[src/design/vpp_pkg.sv]
// Shared types, widths and constants for the vertex perspective projection pipeline.
// No dependencies; every design file imports this package.
package vpp_pkg;

    // Screen geometry
    localparam int SCREEN_WIDTH  = 128;
    localparam int SCREEN_HEIGHT = 160;

    // Configuration register indexes
    localparam int CFG_IDX_W  = 3;
    localparam int CFG_DATA_W = 48;
    localparam logic [CFG_IDX_W-1:0] CFG_CAMERA_POSITION = 3'd0;
    localparam logic [CFG_IDX_W-1:0] CFG_CAMERA_RIGHT    = 3'd1;
    localparam logic [CFG_IDX_W-1:0] CFG_CAMERA_UP       = 3'd2;
    localparam logic [CFG_IDX_W-1:0] CFG_CAMERA_FORWARD  = 3'd3;
    localparam logic [CFG_IDX_W-1:0] CFG_NEAR_LIMIT      = 3'd4;

    localparam int NEAR_W = 15;

    typedef logic [CFG_DATA_W-1:0] vec_t;

    localparam vec_t CAMERA_POSITION_RST = 48'h0000_0000_0000;
    localparam vec_t CAMERA_RIGHT_RST    = 48'h0000_0000_4000;
    localparam vec_t CAMERA_UP_RST       = 48'h0000_4000_0000;
    localparam vec_t CAMERA_FORWARD_RST  = 48'h4000_0000_0000;
    localparam logic [NEAR_W-1:0] NEAR_LIMIT_RST = 15'd26;

    // Datapath widths
    localparam int LANE_W = 16;                    // one packed coordinate
    localparam int D_W    = LANE_W + 1;            // point minus camera position
    localparam int PROD_W = D_W + LANE_W;          // Q8.8 * Q2.14 product, scale 2^22
    localparam int V_W    = PROD_W + 2;            // sum of three products
    localparam int SUMX_W = V_W + 1;               // vx + vz

    localparam int HH = SCREEN_HEIGHT * SCREEN_HEIGHT;
    localparam int WW = SCREEN_WIDTH * SCREEN_WIDTH;
    localparam int H2 = 2 * SCREEN_HEIGHT;

    localparam int W_W  = $clog2(SCREEN_WIDTH + 1) + 1;
    localparam int HH_W = $clog2(HH + 1) + 1;
    localparam int WW_W = $clog2(WW + 1) + 1;
    localparam int H2_W = $clog2(H2 + 1) + 1;

    localparam int NUMX_W = SUMX_W + W_W;
    localparam int PY_W   = V_W + ((HH_W > WW_W) ? HH_W : WW_W);
    localparam int NUMY_W = PY_W + 1;
    localparam int DENX_W = V_W + 1;
    localparam int DENY_W = V_W + H2_W;

    localparam int DIV_W = (NUMY_W > NUMX_W) ?
                           ((NUMY_W > DENY_W) ? NUMY_W : DENY_W) :
                           ((NUMX_W > DENY_W) ? NUMX_W : DENY_W);

    localparam logic signed [W_W-1:0]  W_S  = W_W'(SCREEN_WIDTH);
    localparam logic signed [HH_W-1:0] HH_S = HH_W'(HH);
    localparam logic signed [WW_W-1:0] WW_S = WW_W'(WW);
    localparam logic signed [H2_W-1:0] H2_S = H2_W'(H2);

    // Quotient and pipeline depth
    localparam int Q_W      = 16;
    localparam int XFORM_LAT = 3;
    localparam int PREP_LAT  = 3;
    localparam int DIV_LAT   = Q_W + 2;
    localparam int PIPE_LAT  = XFORM_LAT + PREP_LAT + DIV_LAT;

    localparam logic signed [Q_W-1:0] INT16_MAX = 16'sh7FFF;
    localparam logic signed [Q_W-1:0] INT16_MIN = 16'sh8000;
    localparam logic signed [Q_W-1:0] OFF_SCREEN = 16'shFFFF;
    localparam logic [Q_W-1:0] NEG_LIMIT = 16'h8000;

    typedef struct packed {
        logic signed [LANE_W-1:0] point_x;
        logic signed [LANE_W-1:0] point_y;
        logic signed [LANE_W-1:0] point_z;
    } in_item_t;

    typedef struct packed {
        logic signed [Q_W-1:0] screen_x;
        logic signed [Q_W-1:0] screen_y;
        logic                  behind_camera;
    } out_item_t;

    typedef struct packed {
        logic                  valid;
        logic signed [V_W-1:0] vx;
        logic signed [V_W-1:0] vy;
        logic signed [V_W-1:0] vz;
    } xform_t;

    typedef struct packed {
        logic             valid;
        logic             behind;
        logic             neg;
        logic [DIV_W-1:0] mag;
        logic [DIV_W-1:0] den;
    } div_in_t;

    typedef struct packed {
        logic                  valid;
        logic                  behind;
        logic signed [Q_W-1:0] value;
    } div_out_t;

endpackage

[src/design/vpp_div.sv]
// Pipelined restoring divider: one quotient bit per stage, truncation toward zero,
// int16 saturation and the behind-camera override. Depends on vpp_pkg.
module vpp_div (
    input  logic              clk,
    input  logic              rst_n,
    input  vpp_pkg::div_in_t  din,
    output vpp_pkg::div_out_t dout
);
    import vpp_pkg::*;

    localparam int REM_W = DIV_W + Q_W;

    logic                  vld_reg [Q_W+1];
    logic                  bhd_reg [Q_W+1];
    logic                  neg_reg [Q_W+1];
    logic                  ovf_reg [Q_W+1];
    logic [DIV_W-1:0]      rem_reg [Q_W+1];
    logic [DIV_W-1:0]      den_reg [Q_W+1];
    logic [Q_W-1:0]        quo_reg [Q_W+1];

    logic                  ovf_in;
    logic [REM_W:0]        trial [1:Q_W];
    logic [DIV_W-1:0]      rem_next [1:Q_W];
    logic [Q_W-1:0]        quo_next [1:Q_W];

    logic                  out_vld_reg, out_bhd_reg;
    logic signed [Q_W-1:0] out_val_reg, out_val_next;
    logic [Q_W-1:0]        q_fin;

    always_comb
    begin
        // quotient of 2^16 or more saturates either way
        ovf_in = {{Q_W{1'b0}}, din.mag} >= {din.den, {Q_W{1'b0}}};
        for (int k = 1; k <= Q_W; k++)
        begin
            trial[k] = {1'b0, {Q_W{1'b0}}, rem_reg[k-1]}
                     - {1'b0, ({{Q_W{1'b0}}, den_reg[k-1]} << (Q_W - k))};
            if (!trial[k][REM_W])
            begin
                rem_next[k] = trial[k][DIV_W-1:0];
                quo_next[k] = quo_reg[k-1] | (Q_W'(1) << (Q_W - k));
            end
            else
            begin
                rem_next[k] = rem_reg[k-1];
                quo_next[k] = quo_reg[k-1];
            end
        end

        q_fin = quo_reg[Q_W];
        priority if (bhd_reg[Q_W])
            out_val_next = OFF_SCREEN;
        else if (neg_reg[Q_W] && (ovf_reg[Q_W] || (q_fin > NEG_LIMIT)))
            out_val_next = INT16_MIN;
        else if (neg_reg[Q_W])
            out_val_next = -$signed(q_fin);
        else if (ovf_reg[Q_W] || q_fin[Q_W-1])
            out_val_next = INT16_MAX;
        else
            out_val_next = $signed(q_fin);
    end

    always_ff @(posedge clk or negedge rst_n)
    begin
        if (!rst_n)
        begin
            for (int k = 0; k <= Q_W; k++)
            begin
                vld_reg[k] <= 1'b0;
            end
            out_vld_reg <= 1'b0;
        end
        else
        begin
            vld_reg[0] <= din.valid;
            for (int k = 1; k <= Q_W; k++)
            begin
                vld_reg[k] <= vld_reg[k-1];
            end
            out_vld_reg <= vld_reg[Q_W];
        end
    end

    always_ff @(posedge clk)
    begin
        bhd_reg[0] <= din.behind;
        neg_reg[0] <= din.neg;
        ovf_reg[0] <= ovf_in;
        rem_reg[0] <= din.mag;
        den_reg[0] <= din.den;
        quo_reg[0] <= '0;
        for (int k = 1; k <= Q_W; k++)
        begin
            bhd_reg[k] <= bhd_reg[k-1];
            neg_reg[k] <= neg_reg[k-1];
            ovf_reg[k] <= ovf_reg[k-1];
            den_reg[k] <= den_reg[k-1];
            rem_reg[k] <= rem_next[k];
            quo_reg[k] <= quo_next[k];
        end
        out_bhd_reg <= bhd_reg[Q_W];
        out_val_reg <= out_val_next;
    end

    assign dout = '{valid: out_vld_reg, behind: out_bhd_reg, value: out_val_reg};

    a_div_valid_kept: assert property (@(posedge clk) disable iff (!rst_n)
        din.valid |-> ##(Q_W + 2) out_vld_reg)
        else $error("divider valid lost");

    a_div_valid_clean: assert property (@(posedge clk) disable iff (!rst_n)
        !din.valid |-> ##(Q_W + 2) !out_vld_reg)
        else $error("divider valid invented");

    a_div_remainder: assert property (@(posedge clk) disable iff (!rst_n)
        vld_reg[Q_W] && !bhd_reg[Q_W] && !ovf_reg[Q_W] |-> rem_reg[Q_W] < den_reg[Q_W])
        else $error("divider remainder not below divisor");

endmodule

[config.mk]
export PLATFORM = sky130hd
export DESIGN_NAME = vpp_div
export DESIGN_NICKNAME = d
export VERILOG_FILES = /design/src/design/vpp_pkg.sv /design/src/design/vpp_div.sv
export SDC_FILE = /design/constraint.sdc
export NUM_CORES = 2
export LEC_CHECK = 0
export BUFFER_PORTS_ARGS = -buffer_cell sky130_fd_sc_hd__buf_2
export CAP_MARGIN = 20
export CORE_AREA = 5 5 422 424
export CTS_CLUSTER_SIZE = 8
export DETAILED_ROUTE_END_ITERATION = 8
export DIE_AREA = 0 0 427 429
export GPL_TIMING_DRIVEN = 1
export MAX_ROUTING_LAYER = met4
export PLACE_DENSITY_LB_ADDON = 0.3
export SYNTH_ARGS = -nofsm -noshare
export SYNTH_HDL_FRONTEND = slang
export SYNTH_SLANG_ARGS = --single-unit
[constraint.sdc]
create_clock -name clk -period 6.6 [get_ports clk]
set_clock_uncertainty 0.2 [all_clocks]
set_input_delay 1.98 -clock clk [delete_from_list [all_inputs] [get_ports clk]]
set_output_delay 1.98 -clock clk [all_outputs]
set_load 0.01 [all_outputs]
Word-level counts from Yosys, hierarchy flattened --
Memories as Yosys holds them, arrays and structs flattened. Index checks and enable logic that the tools add are counted.
Cells by class: add/subtract/negate cells 17, multipliers 0, div/mod/pow operators 0, order comparisons 2, equal/unequal tests 0, shift-type cells 0, multiplexer cells 35, bitwise operators 0, reductions and logical operators 4
Operator list (number):
- $mux W52 | 16
- $ge A52 B68 Y1 | 1
- $sub A52 B67 Y68 | 1
- $sub A52 B66 Y67 | 1
- $sub A52 B65 Y66 | 1
- $sub A52 B64 Y65 | 1
- $sub A52 B63 Y64 | 1
- $sub A52 B62 Y63 | 1
- $sub A52 B61 Y62 | 1
- $sub A52 B60 Y61 | 1
- $sub A52 B59 Y60 | 1
- $sub A52 B58 Y59 | 1
- $sub A52 B57 Y58 | 1
- $sub A52 B56 Y57 | 1
- $sub A52 B55 Y56 | 1
- $sub A52 B54 Y55 | 1
- $sub A52 B53 Y54 | 1
- $sub A52 B52 Y53 | 1
- $mux W16 | 3
- $mux W15 | 2
- $gt A16 B16 Y1 const B | 1
- $neg A16 Y16 | 1
- $mux W14 | 1
- $mux W13 | 1
- other kinds (15) | 16
Storage, ports and cells: bits in registers 35, bits in latches 0, bits in writable memories 2091, memory bits (read-only) 0, input port bits 109, memories 6
Memories:
- den_reg | words 17, bits a word 52, read ports 16, clocked after memory_dff 0, write ports 17, RTL line vpp_div.sv:18 | logic [DIV_W-1:0] den_reg [Q_W+1];
- rem_reg | words 17, bits a word 52, read ports 16, clocked after memory_dff 0, write ports 17, RTL line vpp_div.sv:17 | logic [DIV_W-1:0] rem_reg [Q_W+1];
- quo_reg | words 17, bits a word 16, read ports 17, clocked after memory_dff 0, write ports 17, RTL line vpp_div.sv:19 | logic [Q_W-1:0] quo_reg [Q_W+1];
- bhd_reg | words 17, bits a word 1, read ports 17, clocked after memory_dff 0, write ports 17, RTL line vpp_div.sv:14 | logic bhd_reg [Q_W+1];
- neg_reg | words 17, bits a word 1, read ports 17, clocked after memory_dff 0, write ports 17, RTL line vpp_div.sv:15 | logic neg_reg [Q_W+1];
- ovf_reg | words 17, bits a word 1, read ports 17, clocked after memory_dff 0, write ports 17, RTL line vpp_div.sv:16 | logic ovf_reg [Q_W+1];

Logic depth before layout (Yosys ltp) --
An unclocked memory read counts as a cell.
depth after elaboration 5, gate-level depth with buffers 17, gate-level depth less buffers 15

Least setup slack after synthesis --
OpenSTA, ideal clock, no wires.
path kind flip-flop to flip-flop, start memory rem_reg[0][525] (netlist bit), end memory rem_reg[0][608] (netlist bit), setup time 121 ps, arrival time 3590 ps, data required time 6279 ps, path slack 2688 ps, stages on the path, launching flop included 17, period minus slack after synthesis 3912 ps, cell sequence dfxtp_1 inv_1 ha_1 fa_1 nor2b_1 o31a_1 o2111ai_2 a211oi_2 a2111oi_2 o41a_2 o211ai_2 a221o_1 nand4_1 nand2_1 buf_6 buf_6 mux2_4
RTL lines (RTL line):
- start: declaration | vpp_div.sv:17

==> flow_metrics.py <==
metrics = {
    "sta": {
        "finalHoldViolations": 0,
        "fin_crit_ns": 5.06,
        "post-route-period-util_pct": 76.7,
        "setup_tns_ns": 0,
        "rsz0062_at_grt": "no",
        "relSlewSlack_pct": 25.8,
        "slew_violations": 0,
        "worst_pin_slew_ns": 1.08,
        "fmax_mhz": 197,
        "setup_viol": 0,
    },
    "layout": {
        "fin_area_sq_um": 95000,
        "post-route-util_pct": 54.8,
        "final_cell_mix": "dfxtp_1, inv_1, ha_1, a21oi_1, nand2_1",
        "drive_above_1_share_pct": 9.76,
        "final_common_cell": "dfxtp_1",
        "final_nets": 9897,
        "syn2layout_area_growth_pct": 12.4,
    },
    "grt": {
        "grt_busiest_layer": "met2",
        "grt_antenna_before_repair": 3,
        "grtUsageMet3_pct": 3.00,
        "grt_pass1_wl_um": 289000,
        "grt_pass1_vias": 61700,
        "grt.overflow.total": 0,
        "met1_usage_pct": 21.8,
        "use_met2_pct": 32.6,
        "grt_max_degree": 98,
        "grt_use_total_pct": 19.2,
    },
    "power_and_ir_drop": {
        "swShare_pct": 25.8,
        "combPwrFrac_pct": 16.8,
        "pwr_density_cell_nw_per_um2": 314,
        "seq_power_share_pct": 42.2,
        "power_frac_clock_pct": 41.0,
        "vdd.ir_drop.worst_uv": 284,
        "power_leakage_nw": 44.7,
        "p_sw_mw": 7.69,
        "p_int_mw": 22.1,
    },
    "synth": {
        "syn_inst": 8783,
        "syn_area_sq_um": 84600,
        "async_reset_ff_share_pct": 0.954,
        "syn-mean-instance-area_sq_um": 9.63,
        "synth_fp_nets": 9655,
        "synth_seq_cells": 1886,
        "ys_seq_area_share_pct": 44.8,
        "synth_cell_types": 102,
        "synth_enable_flop_cells": 0,
        "ys_warn_count": 0,
        "synth-main-ff-cell": "dfxtp_1",
    },
    "setup_path": {
        "cp_cell_sequence": "inv_1 > ha_1 > fa_1 > nand2b_1 > a21oi_1 > o21ai_0 > a2111oi_0 > o21a_1 > o21ai_1 > a21boi_0 > a21o_1 > a21boi_4 > buf_12 > or3b_2 > nand2_1",
        "path_class": "reg -> reg",
        "crit_path_end_kind": "flop",
        "cp-start-kind": "flop",
        "cpPeakStageDelay_ns": 0.96,
        "slowest_stage": "a2111oi_0",
        "cp_data_required_time_ns": 7.23,
        "crit_fanout": 97,
        "crit_arrival_ns": 5.69,
    },
    "routing": {
        "finalWirelength_um": 172000,
        "ant_nets": 0,
        "wl_per_cell_um": 15.2,
        "drc": 0,
        "vias": 60300,
        "viasPerCell": 5.30,
        "dr.pass1.iters": 6,
        "drt_iter0_drc": 2781,
    },
    "die": {
        "initial_core_util_pct": 48.8,
        "dieArea_sq_um": 183000,
        "dieHeight_um": 429,
        "io_pins": 127,
        "die_w_um": 427,
        "fp-row-count": 153,
        "core_sq_um": 173000,
    },
    "clock_tree": {
        "clkTransAtPathRegs_ns": 0.05,
        "cts_made_buffers": 286,
        "clock_latency_ns": 0.92,
        "h-tree-depth": 5,
        "cts_setup_buffers": 0,
        "ctsRootBufferMaster": "clkbuf_16",
        "cts-resized-gates": 0,
        "cts.sinks": 1886,
        "cts_tree": "built",
        "cts_hold_buffers": 0,
        "clock_path_buffers": 4,
    },
    "outcome": {
        "outcome": "completed",
    },
    "flow_run": {
        "maxCapViolations": 0,
    },
    "placed_design": {
        "port_buffers": 126,
        "hpwl_um": 132000,
        "post_dp_cell_area_sq_um": 87600,
        "gp_congestion": 0.927,
    },
    "hold_path": {
        "hold_class": "reg -> reg",
    },
}
path summary, 6_finish.rpt:
path,startpoint,end,slack (ns),depth (start not counted)
max,rem_reg[0][627]$_DFF_P_,rem_reg[0][694]$_DFF_P_,1.54,15
min,quo_reg[0][191]$_DFF_P_,quo_reg[0][207]$_DFF_P_,0.08,0
max reg2reg,rem_reg[0][627]$_DFF_P_,rem_reg[0][694]$_DFF_P_,1.54,15
min reg2reg,quo_reg[0][191]$_DFF_P_,quo_reg[0][207]$_DFF_P_,0.08,0
max in group asynchronous,rst_n,vld_reg[13]$_DFF_PN0_,5.11,1
min in group asynchronous,rst_n,out_vld_reg$_DFF_PN0_,0.81,1
cells by family after synthesis:
logic type,synth area share (%)
simple gates,10.2
compound gates,17.9
mux,5.10
flops,44.8
buf+inv,5.13
xor+xnor,5.54
fa+ha+maj,11.4
metal layers:
layer  wire (um)  vias up
met4        8330        0
met1       74900    27400
li1            -    31000
met5           0        -
met3        6610      543
met2       82600     1392
cell usage after synthesis, drive strengths merged, types with 102 or more instances:
cell type	count	area [sq um]
dfxtp	1868	37400
inv	928	3480
ha	748	9360
a21oi	631	3170
nand2	554	2080
o21ai	512	2560
a21o	429	3220
nor2	374	1400
mux2	344	3950
xnor2	336	2940
xor2	199	1740
clkbuf	151	569
nand3	124	621
o21a	118	893
nor2b	111	694
nand2b	102	638
through the flow:
step | std cells | hold slack [ns] | power [mW] | worst slack [ns]
final | 11400 | 0.0756 | 29.8 | 1.54
after global routing | 11400 | 0.0788 | 31.4 | 1.28
after CTS | 11400 | 0.0746 | 30.2 | 1.62
after detailed placement | 11100 | 0.112 | 17.7 | 1.64
after global placement | 11100 | 0.110 | 17.6 | 1.65
after floorplan | 8783 | 0.110 | 16.6 | 2.69
area by class of cell:
class | instances | area, sq um
inverters | 928 | 3480
multi-input cells | 5774 | 42500
diodes | 12 | 30.0
fillers | 15200 | 78400
well taps | 2325 | 2910
flip-flops and latches | 1886 | 37800
repair buffers | 149 | 853
clock inverters | 7 | 91.3
clock buffers | 301 | 7350
critical path, delay by kind of cell (launching register included):
kind / cells / cell delay (ns)
flops: 1 / 0.32
compound gates: 8 / 2.81
fa+ha+maj: 2 / 0.61
buf+inv: 2 / 0.23
simple gates: 3 / 0.76
power by group through the flow:
| stage | Sequential, mW | Combinational [mW] | Clock (mW) |
|---|---|---|---|
| floorplan | 12.6 | 3.97 | 0 |
| global placement | 12.8 | 4.80 | 0 |
| detailed placement | 12.8 | 4.92 | 0 |
| CTS | 12.6 | 4.97 | 12.6 |
| global route | 12.7 | 5.60 | 13.2 |
| finish | 12.6 | 5.00 | 12.2 |
Note: power is estimated with default switching activity, not from simulation.
