## src/design/vpp_pkg.sv

```systemverilog
// Shared types, widths and constants for the vertex perspective projection pipeline.
// No dependencies; every design file imports this package.
package vpp_pkg;

    // Screen geometry
    localparam int SCREEN_WIDTH  = 128;
    localparam int SCREEN_HEIGHT = 160;

    // Configuration register indexes
    localparam int CFG_IDX_W  = 3;
    localparam int CFG_DATA_W = 48;
    localparam logic [CFG_IDX_W-1:0] CFG_CAMERA_POSITION = 3'd0;
    localparam logic [CFG_IDX_W-1:0] CFG_CAMERA_RIGHT    = 3'd1;
    localparam logic [CFG_IDX_W-1:0] CFG_CAMERA_UP       = 3'd2;
    localparam logic [CFG_IDX_W-1:0] CFG_CAMERA_FORWARD  = 3'd3;
    localparam logic [CFG_IDX_W-1:0] CFG_NEAR_LIMIT      = 3'd4;

    localparam int NEAR_W = 15;

    typedef logic [CFG_DATA_W-1:0] vec_t;

    localparam vec_t CAMERA_POSITION_RST = 48'h0000_0000_0000;
    localparam vec_t CAMERA_RIGHT_RST    = 48'h0000_0000_4000;
    localparam vec_t CAMERA_UP_RST       = 48'h0000_4000_0000;
    localparam vec_t CAMERA_FORWARD_RST  = 48'h4000_0000_0000;
    localparam logic [NEAR_W-1:0] NEAR_LIMIT_RST = 15'd26;

    // Datapath widths
    localparam int LANE_W = 16;                    // one packed coordinate
    localparam int D_W    = LANE_W + 1;            // point minus camera position
    localparam int PROD_W = D_W + LANE_W;          // Q8.8 * Q2.14 product, scale 2^22
    localparam int V_W    = PROD_W + 2;            // sum of three products
    localparam int SUMX_W = V_W + 1;               // vx + vz

    localparam int HH = SCREEN_HEIGHT * SCREEN_HEIGHT;
    localparam int WW = SCREEN_WIDTH * SCREEN_WIDTH;
    localparam int H2 = 2 * SCREEN_HEIGHT;

    localparam int W_W  = $clog2(SCREEN_WIDTH + 1) + 1;
    localparam int HH_W = $clog2(HH + 1) + 1;
    localparam int WW_W = $clog2(WW + 1) + 1;
    localparam int H2_W = $clog2(H2 + 1) + 1;

    localparam int NUMX_W = SUMX_W + W_W;
    localparam int PY_W   = V_W + ((HH_W > WW_W) ? HH_W : WW_W);
    localparam int NUMY_W = PY_W + 1;
    localparam int DENX_W = V_W + 1;
    localparam int DENY_W = V_W + H2_W;

    localparam int DIV_W = (NUMY_W > NUMX_W) ?
                           ((NUMY_W > DENY_W) ? NUMY_W : DENY_W) :
                           ((NUMX_W > DENY_W) ? NUMX_W : DENY_W);

    localparam logic signed [W_W-1:0]  W_S  = W_W'(SCREEN_WIDTH);
    localparam logic signed [HH_W-1:0] HH_S = HH_W'(HH);
    localparam logic signed [WW_W-1:0] WW_S = WW_W'(WW);
    localparam logic signed [H2_W-1:0] H2_S = H2_W'(H2);

    // Quotient and pipeline depth
    localparam int Q_W      = 16;
    localparam int XFORM_LAT = 3;
    localparam int PREP_LAT  = 3;
    localparam int DIV_LAT   = Q_W + 2;
    localparam int PIPE_LAT  = XFORM_LAT + PREP_LAT + DIV_LAT;

    localparam logic signed [Q_W-1:0] INT16_MAX = 16'sh7FFF;
    localparam logic signed [Q_W-1:0] INT16_MIN = 16'sh8000;
    localparam logic signed [Q_W-1:0] OFF_SCREEN = 16'shFFFF;
    localparam logic [Q_W-1:0] NEG_LIMIT = 16'h8000;

    typedef struct packed {
        logic signed [LANE_W-1:0] point_x;
        logic signed [LANE_W-1:0] point_y;
        logic signed [LANE_W-1:0] point_z;
    } in_item_t;

    typedef struct packed {
        logic signed [Q_W-1:0] screen_x;
        logic signed [Q_W-1:0] screen_y;
        logic                  behind_camera;
    } out_item_t;

    typedef struct packed {
        logic                  valid;
        logic signed [V_W-1:0] vx;
        logic signed [V_W-1:0] vy;
        logic signed [V_W-1:0] vz;
    } xform_t;

    typedef struct packed {
        logic             valid;
        logic             behind;
        logic             neg;
        logic [DIV_W-1:0] mag;
        logic [DIV_W-1:0] den;
    } div_in_t;

    typedef struct packed {
        logic                  valid;
        logic                  behind;
        logic signed [Q_W-1:0] value;
    } div_out_t;

endpackage

```

## src/design/vpp_prep.sv

```systemverilog
// Builds signed numerators and positive denominators for both screen axes,
// flags points nearer than the near limit. Three register stages. Depends on vpp_pkg.
module vpp_prep (
    input  logic                        clk,
    input  logic                        rst_n,
    input  logic [vpp_pkg::NEAR_W-1:0]  near_limit,
    input  vpp_pkg::xform_t             xf,
    output vpp_pkg::div_in_t            div_x,
    output vpp_pkg::div_in_t            div_y
);
    import vpp_pkg::*;

    // stage 3
    logic                     s3_vld_reg, s3_bhd_reg, s3_bhd_next;
    logic signed [SUMX_W-1:0] sumx_reg, sumx_next;
    logic signed [PY_W-1:0]   pyh_reg, pyh_next, pyw_reg, pyw_next;
    logic [DENX_W-1:0]        denx3_reg, denx3_next;
    logic [DENY_W-1:0]        deny3_reg, deny3_next;
    logic [V_W-1:0]           near_ext;

    // stage 4
    logic                     s4_vld_reg, s4_bhd_reg;
    logic signed [NUMX_W-1:0] numx_reg, numx_next;
    logic signed [NUMY_W-1:0] numy_reg, numy_next;
    logic [DENX_W-1:0]        denx4_reg;
    logic [DENY_W-1:0]        deny4_reg;

    // stage 5
    logic                     s5_vld_reg, s5_bhd_reg;
    logic                     negx_reg, negy_reg;
    logic signed [DIV_W-1:0]  extx, exty;
    logic [DIV_W-1:0]         magx_reg, magx_next, magy_reg, magy_next;
    logic [DIV_W-1:0]         denx5_reg, deny5_reg;

    always_comb
    begin
        // near limit is unsigned Q7.8; camera depth carries scale 2^22
        near_ext    = V_W'({near_limit, 14'b0});
        s3_bhd_next = (xf.vz <= V_W'(0)) || (xf.vz < $signed(near_ext));
        sumx_next   = SUMX_W'(xf.vx) + SUMX_W'(xf.vz);
        pyh_next    = PY_W'(xf.vz) * PY_W'(HH_S);
        pyw_next    = PY_W'(xf.vy) * PY_W'(WW_S);
        denx3_next  = DENX_W'({xf.vz, 1'b0});
        deny3_next  = DENY_W'(DENY_W'(xf.vz) * DENY_W'(H2_S));

        numx_next   = NUMX_W'(sumx_reg) * NUMX_W'(W_S);
        numy_next   = NUMY_W'(pyh_reg) - NUMY_W'(pyw_reg);

        extx        = DIV_W'(numx_reg);
        exty        = DIV_W'(numy_reg);
        magx_next   = numx_reg[NUMX_W-1] ? DIV_W'(-extx) : DIV_W'(extx);
        magy_next   = numy_reg[NUMY_W-1] ? DIV_W'(-exty) : DIV_W'(exty);
    end

    always_ff @(posedge clk or negedge rst_n)
    begin
        if (!rst_n)
        begin
            s3_vld_reg <= 1'b0;
            s4_vld_reg <= 1'b0;
            s5_vld_reg <= 1'b0;
        end
        else
        begin
            s3_vld_reg <= xf.valid;
            s4_vld_reg <= s3_vld_reg;
            s5_vld_reg <= s4_vld_reg;
        end
    end

    always_ff @(posedge clk)
    begin
        s3_bhd_reg <= s3_bhd_next;
        sumx_reg   <= sumx_next;
        pyh_reg    <= pyh_next;
        pyw_reg    <= pyw_next;
        denx3_reg  <= denx3_next;
        deny3_reg  <= deny3_next;

        s4_bhd_reg <= s3_bhd_reg;
        numx_reg   <= numx_next;
        numy_reg   <= numy_next;
        denx4_reg  <= denx3_reg;
        deny4_reg  <= deny3_reg;

        s5_bhd_reg <= s4_bhd_reg;
        negx_reg   <= numx_reg[NUMX_W-1];
        negy_reg   <= numy_reg[NUMY_W-1];
        magx_reg   <= magx_next;
        magy_reg   <= magy_next;
        denx5_reg  <= DIV_W'(denx4_reg);
        deny5_reg  <= DIV_W'(deny4_reg);
    end

    assign div_x = '{valid: s5_vld_reg, behind: s5_bhd_reg, neg: negx_reg,
                     mag: magx_reg, den: denx5_reg};
    assign div_y = '{valid: s5_vld_reg, behind: s5_bhd_reg, neg: negy_reg,
                     mag: magy_reg, den: deny5_reg};

endmodule

```

## config.mk

```make
export PLATFORM = sky130hd
export DESIGN_NAME = vpp_prep
export DESIGN_NICKNAME = d
export VERILOG_FILES = /design/src/design/vpp_pkg.sv /design/src/design/vpp_prep.sv
export SDC_FILE = /design/constraint.sdc
export NUM_CORES = 1
export LEC_CHECK = 0
export ABC_AREA = 1
export BUFFER_PORTS_ARGS = -buffer_cell sky130_fd_sc_hd__buf_4
export CAP_MARGIN = 10
export CORE_MARGIN = 10
export CORE_UTILIZATION = 29
export CTS_CLUSTER_SIZE = 25
export DETAILED_ROUTE_END_ITERATION = 12
export MAX_ROUTING_LAYER = met4
export PLACE_DENSITY_LB_ADDON = 0.2
export SETUP_SLACK_MARGIN = 0.15
export SYNTH_ARGS = -nofsm -noshare
export SYNTH_HDL_FRONTEND = slang
export SYNTH_SLANG_ARGS = --single-unit
```

## constraint.sdc

```tcl
create_clock -name clk -period 3 [get_ports clk]
set_input_delay 0.45 -clock clk [delete_from_list [all_inputs] [get_ports clk]]
set_output_delay 0.45 -clock clk [all_outputs]
set_load 0.01 [all_outputs]
```

-- Word level (Yosys, flattened, before mapping)
Index checks and enable logic that the tools add are counted.
- mux-type cells: 2
- reductions and logical operators: 1
- equality and inequality tests: 0
- add/sub/neg operators: 4
- divide/modulo/power cells: 0
- shift operators: 0
- bitwise logic cells: 0
- $lt $le $gt $ge: 2
- multipliers: 2
- operators by type and width (operator ; number):
    negator 43 -> 52 bit ; 1
    negator 52 bit ; 1
    subtractor 51 x 49 -> 52 bit ; 1
    two-way mux 51 bit ; 1
    two-way mux 44 bit ; 1
    multiplier 35 x 6 -> 41 bit (second input constant) ; 1
    multiplier 35 x 4 -> 39 bit (second input constant) ; 1
    adder 35 x 35 -> 36 bit ; 1
    <= comparator 35 x 1 -> 1 bit (second input constant) ; 1
    < comparator 35 x 30 -> 1 bit ; 1
    logical OR 1 bit ; 1
- memory bits (writable): 0
- memories: 0
- input port bits: 123
- register bits: 534
- ROM bits: 0
- word-level logic and storage cells: 35
- bits in latches: 0

-- Depth between registers and ports, before layout
Gate-level depths: netlist of the first run.
- word-level depth: 2
- depth in mapped cells: 19

-- Worst setup path before layout of the first run
No wires, ideal clock.
- path kind: input -> register
- from: input port xf[1] (netlist name)
- to: register pyh_reg[47]
- stages on the path: 16
- library setup time: 112 ps
- arrival: 2846 ps
- data required time: 2888 ps
- slack: 42 ps
- cell sequence: ha_1 -> fa_1 -> ha_1 -> ha_1 -> inv_1 -> fa_1 -> inv_1 -> nand3_1 -> nand3_1 -> nand2_1 -> nand2_1 -> nand2_1 -> nand2_1 -> nand2_1 -> nand3_1 -> nand2_1
- word-level cells in the longest chain between the ends: 1
- ends and longest elaborated chain (item ; line ; source):
    start: declaration ; vpp_prep.sv:7 ; input vpp_pkg::xform_t xf,
    multiplier 35 x 6 -> 41 bit ; vpp_prep.sv:41 ; pyh_next = PY_W'(xf.vz) * PY_W'(HH_S);
    named net pyh_next[47] ; vpp_prep.sv:16 ; logic signed [PY_W-1:0] pyh_reg, pyh_next, pyw_reg, pyw_next;
    end signal: assignment ; vpp_prep.sv:75 ; pyh_reg <= pyh_next;
    end: declaration ; vpp_prep.sv:16 ;
The timed path passes the listed nets, and every way through them passes these cells.
A chain may end at the register's enable or synchronous reset.

-- Worst setup path after layout of the first run
- from: input port xf[14] (netlist name)
- to: register pyh_reg[49]
Same word-level chain as after synthesis.

==> results.sh, run 1 <==
export IMPL_yosys_area_share_simple_pct=24.57
export IMPL_rows=108
export IMPL_coreArea_mm2=0.08729
export IMPL_grt_pass1_wl_um=126000
export IMPL_critPathArrivalTime_ps=3120
export IMPL_seqPwrFrac_pct=35.0
export IMPL_fin_nets=4359
export IMPL_grt_max_degree=37
export IMPL_area_delta_synth_final_pct=27.34
export IMPL_antenna_found_initial=6
export IMPL_cts_buffer_depth=3
export IMPL_vias_per_cell=4.211
export IMPL_synth_compound_area_share_pct=5.647
export IMPL_crit_path_start_kind="input port"
export IMPL_drv_cap=0
export IMPL_power_frac_clock_pct=27.9
export IMPL_outcome="completed"
export IMPL_syn_area_mm2=0.02564
export IMPL_initialDrtViolationCount=1050
export IMPL_netlist_instances=3377
export IMPL_rsz0062_at_grt="no"
export IMPL_synthXorXnorAreaFrac_pct=4.510
export IMPL_cts_resized=0
export IMPL_synth_avg_cell_area_um2=7.592
export IMPL_numPortBuffers=289
export IMPL_ys_warn_count=0
export IMPL_crit_type="in2reg"
export IMPL_synth_area_leaders="dfxtp_1 (38%), nand2_1 (14%), ha_1 (14%)"
export IMPL_overflow=0
export IMPL_worst_slack_ps=409.6
export IMPL_cts_htree_levels=2
export IMPL_combPwrFrac_pct=37.1
export IMPL_max_freq_ghz=0.3860
export IMPL_synth_top_family_by_area="simple AND/OR/NAND/NOR gates"
export IMPL_cts_hold_buf=38
export IMPL_cts_sinks=494
export IMPL_tightest_slew_ps=574.1
export IMPL_leakagePower_nw=17.34
export IMPL_synth_seq_cells=494
export IMPL_grt_pass1_vias=22040
export IMPL_largest_reg_flops=45
export IMPL_path_clk_slew_ps=70
export IMPL_cts_tree="done"
export IMPL_io_pins=337
export IMPL_switching_power_mw=9.721
export IMPL_post_cts_buffers=0
export IMPL_slew_headroom_pct=61.68
export IMPL_synthMuxAreaShare_pct=0
export IMPL_synthDistinctLibCells=43
export IMPL_period_share_pct=86.35
export IMPL_hpwlAfterDp_um=70350
export IMPL_finalHoldViolCount=0
export IMPL_grt_met2_usage_pct=27.43
export IMPL_initial_core_util_pct=29.37
export IMPL_place_ws_ps=-239.2
export IMPL_switching_share_pct=37.13
export IMPL_top_usage_layer="met2"
export IMPL_die_x_um=317.3
export IMPL_routed_wl_um=83310
export IMPL_crit_fanout=4
export IMPL_num_vias=21580
export IMPL_ant_nets=0
export IMPL_whs_ps=68.65
export IMPL_clock_latency_ps=650
export IMPL_required_ps=3530
export IMPL_die_h_um=317.3
export IMPL_crit_top_cell="nand2_1"
export IMPL_critPathCaptureType="flip-flop"
export IMPL_worst_path_largest_cell_delay_ps=460
export IMPL_synth_adder_area_share_pct=16.67
export IMPL_drive_above_1_share_pct=14.94
export IMPL_place_area_mm2=0.03026
export IMPL_regToRegSetupSlack_ps=830
export IMPL_cts_buffers=56
export IMPL_skew_ps=29.54
export IMPL_cpMaxStageDelayCell="fa_1"
export IMPL_cp_cell_sequence="buf_4 > inv_1 > ha_1 > fa_1 > ha_1 > ha_1 > a21oi_1 > o21ai_0 > a21oi_1 > nand2_1 > nand2_1 > nand2_1 > nand2_1 > nand2_1"
export IMPL_die_area_mm2=0.1007
export IMPL_cts_root_buf="clkbuf_16"
export IMPL_gp_congestion=0.9114
export IMPL_power_density_mw_per_mm2=802.1
export IMPL_setup_violations=0
export IMPL_yosysTopAreaCell="dfxtp_1"
export IMPL_post_drt_wl_per_cell_um=16.26
export IMPL_grt_use_met3_pct=2.688
export IMPL_p_int_mw=16.46
export IMPL_fin_crit_ps=2590
export IMPL_fin_total_pwr_mw=26.19
export IMPL_yosysSeqAreaShare_pct=38.63
export IMPL_synth_top_cell_area_share_pct=38.34
export IMPL_peakVddDrop_mv=0.4988
export IMPL_grt_use_met1_pct=20.76
export IMPL_hp_class="in2reg"
export IMPL_drv_slew=0
export IMPL_drc=0
export IMPL_detail_route_first_pass_iterations=5
export IMPL_fin_area_mm2=0.03265
export IMPL_grt_use_total_pct=16.78
-- metal layers --
metal | wire length [µm] | up-vias
met5 | 0 | -
met4 | 2755 | 0
met3 | 3922 | 126
met2 | 38730 | 415
met1 | 37900 | 9541
li1 | - | 11500
-- power by group through the flow --
stage | sequential [mW] | combinational [mW] | clock, mW
6_report | 9.17 | 9.72 | 7.30
5_1_grt | 9.36 | 11.1 | 7.78
4_1_cts | 9.19 | 9.84 | 7.57
3_5_place_dp | 9.31 | 9.74 | 0
3_3_place_gp | 9.33 | 9.77 | 0
2_1_floorplan | 9.27 | 5.68 | 0
-- cells in the final DEF, fill, tap and decap left out, drive strengths merged --
| cell | netlist | routed |
|---|---|---|
| a31oi | 7 | 7 |
| o211ai | 2 | 2 |
| o21bai | 15 | 15 |
| o21ai | 92 | 92 |
| nand4 | 25 | 25 |
| fa | 36 | 36 |
| dfxtp | 491 | 491 |
| inv | 558 | 568 |
| clkbuf | 3 | 69 |
| nor4 | 6 | 6 |
| a21oi | 151 | 151 |
| nand3b | 6 | 6 |
| conb | 1 | 56 |
| and2 | 6 | 6 |
| diode | 0 | 6 |
| xnor2 | 29 | 29 |
| and3 | 1 | 1 |
| bufinv | 0 | 7 |
| o21a | 2 | 2 |
| dlygate4sd3 | 0 | 38 |
| clkinv | 0 | 13 |
| nor2 | 306 | 306 |
| nand2 | 966 | 966 |
| clkinvlp | 0 | 6 |
| nand2b | 1 | 1 |
| a21boi | 3 | 3 |
| ha | 284 | 284 |
| buf | 62 | 453 |
| dfrtp | 3 | 3 |
| nor3 | 54 | 54 |
| nand3 | 159 | 159 |
| xor2 | 103 | 103 |
| or2 | 4 | 4 |
| a21o | 1 | 1 |
-- worst paths after layout --
check | startpoint | end | cells after the start
max | xf[14] | pyh_reg[49]$_DFF_P_ | 14
min | xf[1] | deny3_reg[7]$_DFF_P_ | 2
max reg2reg | pyh_reg[14]$_DFF_P_ | exty[46]$_DFF_P_ | 13
min reg2reg | denx3_reg[4]$_DFF_P_ | denx4_reg[4]$_DFF_P_ | 0
max in group asynchronous | rst_n | s3_vld_reg$_DFF_PN0_ | 2
min in group asynchronous | rst_n | s5_vld_reg$_DFF_PN0_ | 2
-- critical path, delay by kind of cell --
family          cells  cell delay [ps]
buf+inv             2              160
fa+ha+maj           4             1430
simple gates        5              430
compound gates      3              660
-- final cells by class --
type	count	area, µm²
clock inverters	36	479.2
diodes	6	15.01
well taps	1155	1445
multi-input cells	2315	13400
fillers	9257	54650
flip-flops and latches	494	9905
repair buffers	491	3794
inverters	558	2095
clock buffers	69	1510
-- cells in the mapped netlist, drive strengths merged --
library cell	number
a21oi	151
nand3	159
ha	284
a21boi	3
dfrtp	3
o211ai	2
nor3	54
clkbuf	3
a31oi	7
fa	36
and2	6
inv	558
nand4	25
a21o	1
nand2	966
o21a	2
nor4	6
buf	62
o21bai	15
nand3b	6
or2	4
xnor2	29
and3	1
o21ai	92
conb	1
xor2	103
dfxtp	491
nand2b	1
nor2	306
-- kinds of logic (layout without fill, tap and decap cells) --
logic type,count (synthesis),in the layout
AND/OR/NAND/NOR,1534,1534
buffers and inverters,623,1154
flip-flops,494,494
adder cells (fa/ha/maj),320,320
AO/OA/AOI/OAI,273,273
XOR/XNOR,132,132
other,1,62
-- per-stage QoR --
stage	TNS, ps	std cells	util [%]
after floorplan	0	3432	-
after global placement	-2468	4975	34.66
after detailed placement	-3302	4975	34.66
after CTS	0	5118	37.38
after global routing	0	5124	37.40
final	0	5124	37.40
(Power assumes the default switching activity.)
==> inputs of run 2 (changes only) <==
CORE_ASPECT_RATIO = 2   (was unset)
clock period = 3.28 ns   (was 3 ns; I/O delays follow)
==> results.sh, run 2 (synthesized netlist as in run 1, its figures left out) <==
export IMPL_dp_cells=4973
export IMPL_tightest_slew_ps=665.5
export IMPL_cts_htree_levels=2
export IMPL_required_ps=3790
export IMPL_p_int_mw=14.16
export IMPL_regToRegSetupSlack_ps=1010
export IMPL_r2r_end="exty[46]$_DFF_P_"
export IMPL_crit_fanout=4
export IMPL_grt_use_total_pct=17.97
export IMPL_n_fill_cell=9401
export IMPL_gp_congestion=0.9186
export IMPL_place_ws_ps=-101.0
export IMPL_post_drt_wl_per_cell_um=17.61
export IMPL_drc=0
export IMPL_layout_common_cells="nand2_1 (959), inv_1 (557), dfxtp_1 (491)"
export IMPL_cts_buffers=46
export IMPL_drv_cap=0
export IMPL_fin_crit_ps=2755
export IMPL_peakVddDrop_mv=0.4112
export IMPL_io_pins=337
export IMPL_leakagePower_nw=17.05
export IMPL_setup_violations=0
export IMPL_path_clk_slew_ps=70
export IMPL_period_share_pct=83.98
export IMPL_largest_reg_flops=45
export IMPL_multi_input_area_mm2=0.01339
export IMPL_hpwlAfterDp_um=77290
export IMPL_critPathCaptureType="flip-flop"
export IMPL_die_area_mm2=0.1014
export IMPL_crit_reg2reg_launch="pyh_reg[14]$_DFF_P_"
export IMPL_power_density_mw_per_mm2=712.7
export IMPL_outcome="completed"
export IMPL_drv_slew=0
export IMPL_num_vias=21820
export IMPL_grt_max_degree=37
export IMPL_area_delta_synth_final_pct=24.96
export IMPL_routed_wl_um=89680
export IMPL_cts_root_buf="clkbuf_16"
export IMPL_max_freq_ghz=0.3630
export IMPL_critPathArrivalTime_ps=3260
export IMPL_crit_type="in2reg"
export IMPL_initial_core_util_pct=29.18
export IMPL_vias_per_cell=4.283
export IMPL_rsz0062_at_grt="no"
export IMPL_grt_pass1_wl_um=133900
export IMPL_die_x_um=230.2
export IMPL_overflow=0
export IMPL_combPwrFrac_pct=39.2
export IMPL_rows=154
export IMPL_drive_above_1_share_pct=13.79
export IMPL_register_area_mm2=0.009905
export IMPL_ant_nets=0
export IMPL_crit_end="pyh_reg[48]$_DFF_P_"
export IMPL_cts_tree="done"
export IMPL_cts_resized=0
export IMPL_detail_route_first_pass_iterations=5
export IMPL_grt_pass1_vias=22970
export IMPL_antenna_found_initial=1
export IMPL_fin_area_mm2=0.03204
export IMPL_slew_headroom_pct=55.47
export IMPL_crit_path_start_kind="input port"
export IMPL_place_area_mm2=0.03014
export IMPL_cts_buffer_depth=3
export IMPL_coreArea_mm2=0.08786
export IMPL_die_h_um=440.5
export IMPL_switching_share_pct=38.00
export IMPL_finalHoldViolCount=0
export IMPL_cts_sinks=494
export IMPL_numPortBuffers=289
export IMPL_fin_nets=4333
export IMPL_worst_slack_ps=525.5
export IMPL_seqPwrFrac_pct=36.7
export IMPL_initialDrtViolationCount=854
export IMPL_mostFrequentLayoutCell="nand2_1"
export IMPL_hp_class="in2reg"
export IMPL_power_frac_clock_pct=24.1
export IMPL_switching_power_mw=8.676
export IMPL_finalNonFillerCells=5094
export IMPL_critPathLaunch="xf[32]"
export IMPL_clock_latency_ps=630
export IMPL_whs_ps=44.66
export IMPL_r2r_cells=13
export IMPL_skew_ps=28.53
## run 2: cell count changes in the layout (fill, tap and decap cells not counted), moves of 2 or more
cell | before | now
clkbuf_1 | 7 | 11
bufinv_16 | 7 | 4
inv_8 | 3 | 1
nand2_2 | 7 | 5
inv_6 | 6 | 3
clkinv_8 | 4 | 0
clkbuf_16 | 56 | 47
diode_2 | 6 | 1
clkinvlp_4 | 6 | 2
buf_4 | 452 | 435
nand2_1 | 957 | 959
## run 2: stage by stage
stage          setup TNS (ps)  power [mW]  utilization (%)
4_1_cts                     0       23.30            36.46
5_1_grt                     0       24.62            36.46
6_report                    0       22.83            36.46
3_5_place_dp           -676.4       17.58            34.30
3_3_place_gp           -583.7       17.60            34.30
2_1_floorplan               0       13.67                -
## run 2: power groups by stage
stage	sequential [mW]	clock, mW	combinational (mW)
2_1_floorplan	8.48	0	5.19
3_3_place_gp	8.54	0	9.06
3_5_place_dp	8.53	0	9.06
4_1_cts	8.41	5.76	9.14
5_1_grt	8.54	5.93	10.2
6_report	8.38	5.50	8.96
## run 2: final cells by class
type / count / share of cell area (%)
antenna: 1 / 0.007811
clock buffer: 63 / 4.015
clock inverter: 18 / 0.6874
inverter: 558 / 6.538
multi-input combinational: 2315 / 41.79
sequential: 494 / 30.92
tap: 1170 / 4.570
timing repair buffer: 475 / 11.47
## run 2: routing by layer
layer / track usage [%] / vias up / share of wire, %
li1: - / 11450 / -
met1: 16.70 / 9761 / 36
met2: 34.94 / 457 / 55
met3: 2.711 / 155 / 3.7
met4: 8.824 / 0 / 5.0
met5: - / - / 0
## run 2: worst min-delay path by stage
| stage | depth (start not counted) | slack (ps) | endpoint | from |
|---|---|---|---|---|
| 6_report | 1 | 40 | denx3_reg[5]$_DFF_P_ | xf[4] |
| 5_1_grt | 1 | 20 | denx3_reg[5]$_DFF_P_ | xf[4] |
| 4_1_cts | 1 | 4 | denx3_reg[5]$_DFF_P_ | xf[4] |
| 3_5_place_dp | 1 | 280 | s5_vld_reg$_DFF_PN0_ | rst_n |
| 3_3_place_gp | 1 | 280 | s5_vld_reg$_DFF_PN0_ | rst_n |
| 2_1_floorplan | 0 | 200 | s3_vld_reg$_DFF_PN0_ | rst_n |
## run 2: worst max-delay path, stage by stage
cell     delay, ps
buf_4          130
inv_1          150
ha_1           300
fa_1           470
ha_1           330
ha_1           410
inv_1          150
o21ai_0        140
a21oi_1        220
nand2_1         70
a21oi_1        220
nand2_1         90
nand2_1         60
nand2_1         40
## run 2: timing repair
action                                 4_1_cts  5_1_grt
endpoints found under the hold margin       41        0
hold buffers                                39        0
setup buffers                                0        0
